File: config.mk
export PLATFORM = sky130hd
export DESIGN_NAME = fsnd_ncc
export DESIGN_NICKNAME = d
export VERILOG_FILES = /design/src/sv/fsnd_pkg.sv /design/src/sv/fsnd_mul.sv /design/src/sv/fsnd_ncc.sv
export SDC_FILE = /design/constraint.sdc
export NUM_CORES = 2
export LEC_CHECK = 0
export BUFFER_PORTS_ARGS = -buffer_cell sky130_fd_sc_hd__clkbuf_2
export CAP_MARGIN = 20
export CORE_ASPECT_RATIO = 2
export CORE_UTILIZATION = 38
export DETAILED_ROUTE_END_ITERATION = 12
export GPL_ROUTABILITY_DRIVEN = 0
export PLACE_DENSITY = 0.53
export SYNTH_ARGS = -nofsm -noshare
export SYNTH_HDL_FRONTEND = slang
export SYNTH_SLANG_ARGS = --single-unit
File: constraint.sdc
create_clock -name clk_i -period 6.8 [get_ports clk_i]
set_input_delay 1.7 -clock clk_i [delete_from_list [all_inputs] [get_ports clk_i]]
set_output_delay 1.7 -clock clk_i [all_outputs]
set_load 0.03 [all_outputs]
File: src/sv/fsnd_pkg.sv
// fsnd_pkg: shared constants and types of the frame stability detector
// no dependencies
`default_nettype none

package fsnd_pkg;

  localparam int SCORE_W = 16;           // signed q2.14 score
  localparam int LO_W    = 15;           // score magnitude 0..16384
  localparam int D_W     = 15;           // 2*m-1 for a trial magnitude m
  localparam int D2_W    = 30;           // (2*m-1)^2
  localparam int FRAC_SH = 30;           // 4 * 16384^2 = 2^30
  localparam int CFG_IDX_W  = 2;
  localparam int CFG_DATA_W = 16;

  localparam logic [LO_W-1:0] ONE_Q14 = LO_W'(16384);

  localparam logic [CFG_IDX_W-1:0] CFG_THRESHOLD = 2'd0;
  localparam logic [CFG_IDX_W-1:0] CFG_NEEDED    = 2'd1;
  localparam logic [CFG_IDX_W-1:0] CFG_LIMIT     = 2'd2;

  localparam logic [15:0] THRESHOLD_RST = 16'd16056;
  localparam logic [7:0]  NEEDED_RST    = 8'd3;
  localparam logic [15:0] LIMIT_RST     = 16'd30;

  typedef struct packed {
    logic                      done;
    logic signed [SCORE_W-1:0] score;
  } ncc_res_t;

endpackage

`default_nettype wire

File: src/sv/fsnd_mul.sv
// fsnd_mul: shift-add multiplier, one multiplier bit per cycle
// no dependencies; product kept modulo 2^P_W
`default_nettype none

module fsnd_mul #(
  parameter int A_W = 90,
  parameter int B_W = 45,
  parameter int P_W = 120
) (
  input  wire logic           clk_i,
  input  wire logic           rst_ni,
  input  wire logic           start_i,
  input  wire logic [A_W-1:0] a_i,
  input  wire logic [B_W-1:0] b_i,
  output logic      [P_W-1:0] p_o,
  output logic                done_o
);

  localparam int CNT_W = $clog2(B_W + 1);

  logic [A_W-1:0]   a_q;
  logic [B_W-1:0]   b_q;
  logic [P_W-1:0]   acc_q;
  logic [CNT_W-1:0] cnt_q;
  logic             busy_q;
  logic             done_q;
  logic [P_W-1:0]   addend;

  assign addend = b_q[B_W-1] ? P_W'(a_q) : '0;

  always_ff @(posedge clk_i or negedge rst_ni) begin
    if (!rst_ni) begin
      busy_q <= 1'b0;
      done_q <= 1'b0;
      cnt_q  <= '0;
    end else begin
      done_q <= 1'b0;
      if (start_i && !busy_q) begin
        busy_q <= 1'b1;
        cnt_q  <= CNT_W'(B_W);
      end else if (busy_q) begin
        cnt_q <= cnt_q - CNT_W'(1);
        if (cnt_q == CNT_W'(1)) begin
          busy_q <= 1'b0;
          done_q <= 1'b1;
        end
      end
    end
  end

  always_ff @(posedge clk_i) begin
    if (start_i && !busy_q) begin
      a_q   <= a_i;
      b_q   <= b_i;
      acc_q <= '0;
    end else if (busy_q) begin
      acc_q <= {acc_q[P_W-2:0], 1'b0} + addend;
      b_q   <= {b_q[B_W-2:0], 1'b0};
    end
  end

  assign p_o    = acc_q;
  assign done_o = done_q;

endmodule

`default_nettype wire

File: src/sv/fsnd_ncc.sv
// fsnd_ncc: end-of-frame correlation score sequencer around one shared multiplier
// depends on fsnd_pkg and fsnd_mul
`default_nettype none

module fsnd_ncc #(
  parameter int CNT_W = 15
) (
  input  wire logic                       clk_i,
  input  wire logic                       rst_ni,
  input  wire logic                       start_i,
  input  wire logic [CNT_W-1:0]           n_i,
  input  wire logic [CNT_W+7:0]           s1_i,
  input  wire logic [CNT_W+7:0]           s2_i,
  input  wire logic [CNT_W+15:0]          q1_i,
  input  wire logic [CNT_W+15:0]          q2_i,
  input  wire logic [CNT_W+15:0]          p_i,
  output fsnd_pkg::ncc_res_t              res_o
);

  localparam int V_W = 2 * CNT_W + 16;
  localparam int A_W = 2 * V_W;
  localparam int B_W = V_W;
  localparam int P_W = 2 * V_W + fsnd_pkg::FRAC_SH;
  localparam int K_W = $clog2(fsnd_pkg::LO_W);

  typedef enum logic [3:0] {
    S_IDLE, S_NQ1, S_SQ1, S_NQ2, S_SQ2, S_NP, S_SP, S_VV, S_CC,
    S_DSQ, S_DV, S_CMP, S_DONE
  } state_e;

  state_e                    state_q;
  logic                      start_q;
  logic [V_W-1:0]            t0_q, v1_q, v2_q, cmag_q;
  logic                      neg_q;
  logic [A_W-1:0]            vv_q;
  logic [P_W-1:0]            r_q, lhs_q;
  logic [fsnd_pkg::D2_W-1:0] d2_q;
  logic [fsnd_pkg::LO_W-1:0] lo_q, m_q;
  logic [K_W-1:0]            k_q;
  logic                      first_q;

  logic [A_W-1:0]            mul_a;
  logic [B_W-1:0]            mul_b;
  logic [P_W-1:0]            mul_p;
  logic                      mul_done;
  logic [fsnd_pkg::D_W-1:0]  d;
  logic [V_W:0]              diff;
  logic [V_W:0]              diff_neg;
  logic [V_W-1:0]            v_new;
  logic                      ok;
  logic [fsnd_pkg::LO_W-1:0] lo_n;

  assign d        = fsnd_pkg::D_W'({m_q, 1'b0} - {(fsnd_pkg::LO_W)'(0), 1'b1});
  assign diff     = {1'b0, t0_q} - {1'b0, mul_p[V_W-1:0]};
  assign diff_neg = '0 - diff;
  assign v_new    = t0_q - mul_p[V_W-1:0];
  assign ok       = (lhs_q <= r_q);
  assign lo_n     = ok ? m_q : lo_q;

  always_comb begin
    mul_a = '0;
    mul_b = '0;
    case (state_q)
      S_NQ1: begin mul_a = A_W'(q1_i);   mul_b = B_W'(n_i);    end
      S_SQ1: begin mul_a = A_W'(s1_i);   mul_b = B_W'(s1_i);   end
      S_NQ2: begin mul_a = A_W'(q2_i);   mul_b = B_W'(n_i);    end
      S_SQ2: begin mul_a = A_W'(s2_i);   mul_b = B_W'(s2_i);   end
      S_NP:  begin mul_a = A_W'(p_i);    mul_b = B_W'(n_i);    end
      S_SP:  begin mul_a = A_W'(s1_i);   mul_b = B_W'(s2_i);   end
      S_VV:  begin mul_a = A_W'(v1_q);   mul_b = v2_q;         end
      S_CC:  begin mul_a = A_W'(cmag_q); mul_b = cmag_q;       end
      S_DSQ: begin mul_a = A_W'(d);      mul_b = B_W'(d);      end
      S_DV:  begin mul_a = vv_q;         mul_b = B_W'(d2_q);   end
      default: ;
    endcase
  end

  fsnd_mul #(.A_W(A_W), .B_W(B_W), .P_W(P_W)) u_mul (
    .clk_i   (clk_i),
    .rst_ni  (rst_ni),
    .start_i (start_q),
    .a_i     (mul_a),
    .b_i     (mul_b),
    .p_o     (mul_p),
    .done_o  (mul_done)
  );

  always_ff @(posedge clk_i or negedge rst_ni) begin
    if (!rst_ni) begin
      state_q <= S_IDLE;
      start_q <= 1'b0;
      first_q <= 1'b0;
      k_q     <= '0;
    end else begin
      start_q <= 1'b0;
      unique case (state_q)
        S_IDLE: if (start_i) begin state_q <= S_NQ1; start_q <= 1'b1; end
        S_NQ1:  if (mul_done) begin state_q <= S_SQ1; start_q <= 1'b1; end
        S_SQ1:  if (mul_done) begin state_q <= S_NQ2; start_q <= 1'b1; end
        S_NQ2:  if (mul_done) begin state_q <= S_SQ2; start_q <= 1'b1; end
        S_SQ2:  if (mul_done) begin state_q <= S_NP;  start_q <= 1'b1; end
        S_NP:   if (mul_done) begin state_q <= S_SP;  start_q <= 1'b1; end
        S_SP: begin
          if (mul_done) begin
            // zero variance in either frame scores a full 1.0
            if (v1_q == '0 || v2_q == '0) begin
              state_q <= S_DONE;
            end else begin
              state_q <= S_VV;
              start_q <= 1'b1;
            end
          end
        end
        S_VV:   if (mul_done) begin state_q <= S_CC; start_q <= 1'b1; end
        S_CC: begin
          if (mul_done) begin
            state_q <= S_DSQ;
            start_q <= 1'b1;
            first_q <= 1'b1;
          end
        end
        S_DSQ:  if (mul_done) begin state_q <= S_DV; start_q <= 1'b1; end
        S_DV:   if (mul_done) state_q <= S_CMP;
        S_CMP: begin
          if (first_q) begin
            first_q <= 1'b0;
            k_q     <= K_W'(fsnd_pkg::LO_W - 2);
            if (ok) begin
              state_q <= S_DONE;
            end else begin
              state_q <= S_DSQ;
              start_q <= 1'b1;
            end
          end else if (k_q == '0) begin
            state_q <= S_DONE;
          end else begin
            k_q     <= k_q - K_W'(1);
            state_q <= S_DSQ;
            start_q <= 1'b1;
          end
        end
        S_DONE: state_q <= S_IDLE;
        default: state_q <= S_IDLE;
      endcase
    end
  end

  always_ff @(posedge clk_i) begin
    case (state_q)
      S_NQ1, S_NQ2, S_NP: if (mul_done) t0_q <= mul_p[V_W-1:0];
      S_SQ1: if (mul_done) v1_q <= v_new;
      S_SQ2: if (mul_done) v2_q <= v_new;
      S_SP: begin
        if (mul_done) begin
          if (v1_q == '0 || v2_q == '0) begin
            neg_q <= 1'b0;
            lo_q  <= fsnd_pkg::ONE_Q14;
          end else begin
            neg_q  <= diff[V_W];
            cmag_q <= diff[V_W] ? diff_neg[V_W-1:0] : diff[V_W-1:0];
          end
        end
      end
      S_VV: if (mul_done) vv_q <= mul_p[A_W-1:0];
      S_CC: begin
        if (mul_done) begin
          r_q  <= mul_p << fsnd_pkg::FRAC_SH;
          lo_q <= '0;
          m_q  <= fsnd_pkg::ONE_Q14;
        end
      end
      S_DSQ: if (mul_done) d2_q <= mul_p[fsnd_pkg::D2_W-1:0];
      S_DV:  if (mul_done) lhs_q <= mul_p;
      S_CMP: begin
        // bitwise search for the largest magnitude whose lower half-step still fits
        if (first_q) begin
          if (ok) lo_q <= fsnd_pkg::ONE_Q14;
          m_q <= fsnd_pkg::LO_W'(1) << (fsnd_pkg::LO_W - 2);
        end else begin
          lo_q <= lo_n;
          if (k_q != '0) m_q <= lo_n | (fsnd_pkg::LO_W'(1) << (k_q - K_W'(1)));
        end
      end
      default: ;
    endcase
  end

  assign res_o.done  = (state_q == S_DONE);
  assign res_o.score = neg_q ? -$signed(fsnd_pkg::SCORE_W'(lo_q))
                             : $signed(fsnd_pkg::SCORE_W'(lo_q));

endmodule

`default_nettype wire
# Yosys cells after proc, flatten, opt, wreduce, memory -nomap -nowiden
# Index checks and enable logic that the tools add are counted.
dict set report op_classes {
  addsub 8
  n_mul 0
  n_div 0
  n_lt_le_gt_ge 1
  n_eq_ne 28
  n_shift 1
  mux 54
  n_bitwise 2
  n_reduce_logical 29
}
# op n
set op_table {}
lappend op_table {{$pmux 92 s9} 1}
lappend op_table {{$pmux 46 s7} 1}
lappend op_table {{$mux 46} 3}
lappend op_table {{$mux 15} 9}
lappend op_table {{$add 122x122->122} 1}
lappend op_table {{$le 122x122->1} 1}
lappend op_table {{$logic_not 46->1} 2}
lappend op_table {{$mux 92} 1}
lappend op_table {{$mux 4} 15}
lappend op_table {{$pmux 4 s12} 1}
lappend op_table {{$sub 46x46->47} 1}
lappend op_table {{$sub 1x46->46 const A} 1}
lappend op_table {{$sub 46x46->46} 1}
lappend op_table {{$pmux 15 s3} 1}
lappend op_table {{$pmux 15 s2} 1}
lappend op_table {{$eq 4x4->1 const B} 5}
lappend op_table {{$ne 2x1->1 const B} 10}
lappend op_table {{$reduce_and 2->1} 10}
lappend op_table {{$eq 4x3->1 const B} 4}
lappend op_table {{$mux 16} 1}
lappend op_table {{$neg 15->16} 1}
lappend op_table {{$or 15x15->15} 1}
lappend op_table {{$shl 1x4->15 const A} 1}
lappend op_table {{$sub 15x1->15 const B} 1}
lappend op_table {{26 further kinds} 49}
dict set report totals {
  regBits 829
  latch_bits 0
  ramBits 0
  rom_bits 0
  inputBits 157
  output_inout_bits 17
  wordCells 144
  n_memories 0
}

# Logic depth before layout (Yosys ltp)
dict set report depth {
  ltp_word 6
  mapped_depth 17
  mapped_depth_nobuf 16
}

# By module
# Synthesis repeated with hierarchy kept, for this count alone.
dict set report hier_totals {
  cells_unflattened 4136
  hier_area_um2 44794.2
}
# module n_inst cells_per_inst area_each_um2
set by_module_without_submodules {}
lappend by_module_without_submodules {fsnd_ncc 1 2342 28359.7}
lappend by_module_without_submodules {fsnd_mul 1 1794 16434.5}

# Worst setup path before layout
# OpenSTA, ideal clock, no wires.
dict set report synth_timing {
  kind {register to register}
  start {reg state_q[0]}
  end {reg lhs_q[0], enable pin}
  arrival_ns 6.121
  setup_slack_ns 0.075
  stages_incl_launch_ff 5
  period_less_slack_ns 6.725
  cell_sequence {dfrtp_1 -> clkbuf_1 -> nand2b_1 -> or2_2 -> nor2_1}
}
dict set report synth_via {
  elab_chain_len 2
}
# element line
set synth_lines {}
lappend synth_lines {{start, declared} fsnd_ncc.sv:31} ;# state_e state_q;
lappend synth_lines {{start signal, assigned} fsnd_ncc.sv:90} ;# state_q <= S_IDLE;
lappend synth_lines {{start signal, assigned} fsnd_ncc.sv:97} ;# S_IDLE: if (start_i) begin state_q <= S_NQ1; start_q <= 1'b1; end
lappend synth_lines {{start signal, assigned} fsnd_ncc.sv:98} ;# S_NQ1: if (mul_done) begin state_q <= S_SQ1; start_q <= 1'b1; end
lappend synth_lines {{$eq 4x4->1} fsnd_ncc.sv:149} ;# case (state_q)
lappend synth_lines {{$reduce_and 2->1 (no line)} --}
lappend synth_lines {{end signal, assigned} fsnd_ncc.sv:173} ;# S_DV: if (mul_done) lhs_q <= mul_p;
lappend synth_lines {{end, declared} fsnd_ncc.sv:36} ;# logic [P_W-1:0] r_q, lhs_q;
# No other way between the ends.
# A chain may end at the register's enable or synchronous reset.

# Final worst setup path
dict set report layout_timing {
  start {reg u_mul.b_q[45]}
  end {reg u_mul.acc_q[107], in the netlist u_mul.p_o[107]}
}
dict set report layout_via {
  elab_chain_len 2
}
# element line
set layout_lines {}
lappend layout_lines {{start, declared} fsnd_mul.sv:22} ;# logic [B_W-1:0] b_q;
lappend layout_lines {{start signal, assigned} fsnd_mul.sv:54} ;# b_q <= b_i;
lappend layout_lines {{start signal, assigned} fsnd_mul.sv:58} ;# b_q <= {b_q[B_W-2:0], 1'b0};
lappend layout_lines {{$mux 92} fsnd_mul.sv:29} ;# assign addend = b_q[B_W-1] ? P_W'(a_q) : '0;
lappend layout_lines {{$add 122x122->122} fsnd_mul.sv:57} ;# acc_q <= {acc_q[P_W-2:0], 1'b0} + addend;
lappend layout_lines {{end signal, assigned} fsnd_mul.sv:57}
lappend layout_lines {{end, declared} fsnd_mul.sv:23} ;# logic [P_W-1:0] acc_q;
# No other way between the ends.

==> results.txt <==
Post-DRT Antenna Nets -> 0
CTS Buf Count -> 79
Fmax -> 176 MHz
H-tree depth -> 3
Root Buffer -> clkbuf_16
Total gr overflow -> 0
Clock transition at path regs -> 0.07 ns
First-pass GRT wire length -> 240 mm
Die height -> 479 um
Detail Placement HPWL -> 125 mm
Inst Count DP -> 5495
Final Max Tran Viols -> 0
Layout cells sized above 1 -> 9.86%
Hold path start -> u_mul.p_o[121]
Final setup violation count -> 0
Crit Path Max Fanout -> 78
Status -> complete, no violations
Vias in the first global route -> 35.1k
Mapped Area -> 43200 um^2
Main synth FF type -> edfxtp_1
Cells on worst reg2reg path -> 14
Tot Pwr -> 10.2 mW
Combinational Power Share -> 0.6%
Req. time, crit path -> 7.40 ns
Maximum VDD drop -> 0.204 mV
Clock Skew -> 0.0335 ns
Global-route usage over all layers -> 29.3%
Synth cell types -> 94
Synth Net Count -> 4348
RSZ-0062 raised after global routing -> no
Core area -> 113000 um^2
Setup TNS -> 0 ns
Worst R2R Start -> u_mul.b_q[45]
Syn_area_per_cell -> 10.9 um^2
Area growth syn-to-layout -> 12.1%
# fillers -> 10.8k
Final period utilization -> 83.6%
CTS tree -> yes
Final Net Count -> 4479
Commonest non-fill, non-tap cell in the layout -> edfxtp_1
Min Tclk post-route -> 5.69 ns
Slew margin rel. -> 14.5%
Setup crit end kind -> flop
Worst-margin pin slew -> 1.27 ns
Switch Pwr -> 2.19 mW
Asr flop ratio synth -> 2.17%
Die X -> 241 um
Pwr/cell area -> 210 nW/um^2
DP Area -> 45800 um^2
DRC -> 0
Worst-case clock buffer depth -> 3
Int Pwr -> 7.98 mW
WL/cell -> 29.6 um
I/O Buffers -> 173
Seq pwr share -> 53.3%
Routed via count -> 33.7k
Post-CTS sizing -> 0
Proportion of power drawn by the clock network -> 46.1%
Cells after synthesis -> 3950
Static Leakage -> 20.3 nW
Sw Share -> 21.5%
Most frequent cells in the layout -> 689 x edfxtp_1, 389 x nand2_1, 258 x o21ai_0, 248 x a21oi_1, 239 x ha_1
Number of vias per cell -> 5.96
Max_cap viols -> 0
Initial antenna violation count -> 9
Initial Util -> 38.4%
Reg2reg setup slack -> 1.11 ns
Die ar. -> 115000 um^2
Worst path slowest cell -> a2111oi_4
Hold worst-path end -> lhs_q[121]
Final wirelength -> 167 mm
Final hold violations -> 0
Post-synth EDFFs -> 689
Sink Count -> 829
Clock latency on the worst-skew pair -> 0.73 ns
DRT iter0 DRCs -> 2951
Hold Crit Depth -> 0
Pre-Repair DR Iteration Count -> 6
Ys Warns -> 0
Critical path startpoint -> u_mul.b_q[45]
WS Path Type -> reg -> reg
Design area -> 48500 um^2
Top Ports -> 174
WP data arrival -> 6.28 ns
Max stage delay on crit path -> 0.96 ns
Hold_buf cts -> 0
FP Rows -> 174
Largest net degree at the start of global routing -> 123
Final non-filler cell total -> 5647
Worst reg2reg endpoint -> u_mul.p_o[107]
Seq/Total Area, Yosys -> 54.5%
Hold WC Path Type -> reg -> reg
Critical Path Source Type -> flop
Seq cells post-synth -> 829
Post-CTS setup buffers -> 0
Crit-path cells -> buf_4 -> and2_1 -> ha_1 -> nand4_1 -> nor4_1 -> inv_1 -> a21o_1 -> a31oi_1 -> nor3_1 -> a21oi_2 -> o2111ai_2 -> a2111oi_4 -> a21oi_1 -> a211o_1
registers in the layout (all words and copies together) (netlist names), 92 cells and up:
register   count
r_q           92
u_mul.p_o    122
lhs_q        122
vv_q          92
u_mul.a_q     92
area by class of cell:
| class | count | area [um^2] | share of cell area, % |
|---|---|---|---|
| multi-input cells | 2732 | 18300 | 37.7 |
| flip-flops and latches | 829 | 23600 | 48.7 |
| diodes | 3 | 7.51 | 0.0155 |
| repair buffers | 224 | 1260 | 2.60 |
| clock inverters | 42 | 513 | 1.06 |
| well taps | 1496 | 1870 | 3.86 |
| inverters | 215 | 816 | 1.68 |
| clock buffers | 106 | 2140 | 4.41 |
metrics by stage:
stage               utilization [%]  setup WS (ns)  hold slack [ns]
finish                         43.1           1.11            0.435
global route                   43.1          0.885            0.454
CTS                            43.1           1.27            0.440
detailed placement             40.7           1.28            0.425
global placement               40.7           1.37            0.417
floorplan                         -         0.0753            0.406
worst max path at each step:
stage | to | depth (start not counted)
2_1_floorplan | lhs_q[0] | 4
3_3_place_gp | u_mul.p_o[109] | 14
3_5_place_dp | u_mul.p_o[115] | 14
4_1_cts | u_mul.p_o[107] | 14
5_1_grt | u_mul.p_o[107] | 14
6_report | u_mul.p_o[107] | 14
synth_stat cells, drive strengths merged (17+ instances only):
master | n | share of area [%]
a211oi | 32 | 0.61
a222oi | 54 | 1.3
inv | 213 | 1.8
a22o | 28 | 0.57
a22oi | 101 | 1.8
a21o | 108 | 1.9
nor2 | 191 | 1.7
o22ai | 42 | 0.61
o31ai | 29 | 0.50
nand4 | 99 | 1.4
and2 | 146 | 2.1
clkbuf | 159 | 1.4
o211ai | 17 | 0.30
edfxtp | 689 | 48
xnor2 | 134 | 2.7
nor2b | 20 | 0.29
ha | 239 | 6.9
nand2 | 390 | 3.4
o21a | 20 | 0.35
nand3 | 75 | 0.89
dfxtp | 122 | 5.6
dfrtp | 18 | 1.0
a31oi | 32 | 0.46
a21oi | 250 | 2.9
o21bai | 25 | 0.43
o21ai | 268 | 3.1
nor4 | 66 | 1.0
xor2 | 78 | 1.6
or3 | 20 | 0.29
mux2i | 20 | 0.46
nor3 | 61 | 0.72
nand2b | 24 | 0.35
cells by family after synthesis:
logic type	after synthesis	synth area share [%]
flip-flops	829	54.5
AO/OA/AOI/OAI	1096	16.7
adder cells (fa/ha/maj)	241	7.01
buffers and inverters	389	3.44
multiplexers	21	0.489
AND/OR/NAND/NOR	1162	13.5
XOR/XNOR	212	4.29
critical path, delay by kind of cell (launching register included):
family / cells / cell delay (ns)
compound gates: 7 / 2.40
simple gates: 4 / 1.41
buf+inv: 2 / 0.88
flops: 1 / 0.60
fa+ha+maj: 1 / 0.26
layer usage:
| metal | GRT usage (%) | up-vias | part of all wire [%] |
|---|---|---|---|
| li1 | - | 15200 | - |
| met1 | 27.1 | 16400 | 31 |
| met2 | 53.9 | 1448 | 53 |
| met3 | 4.56 | 586 | 5.1 |
| met4 | 26.9 | 4 | 11 |
| met5 | 0 | - | 0.011 |
power groups by stage:
| stage | Combinational (mW) | Sequential [mW] | Clock [mW] |
|---|---|---|---|
| floorplan | 0.000401 | 5.53 | 0 |
| global placement | 0.0586 | 5.53 | 0 |
| detailed placement | 0.0580 | 5.53 | 0 |
| CTS | 0.0581 | 5.42 | 4.75 |
| global route | 0.0626 | 5.41 | 4.91 |
| finish | 0.0590 | 5.42 | 4.69 |
No activity file was read; power rests on OpenSTA's default activity.
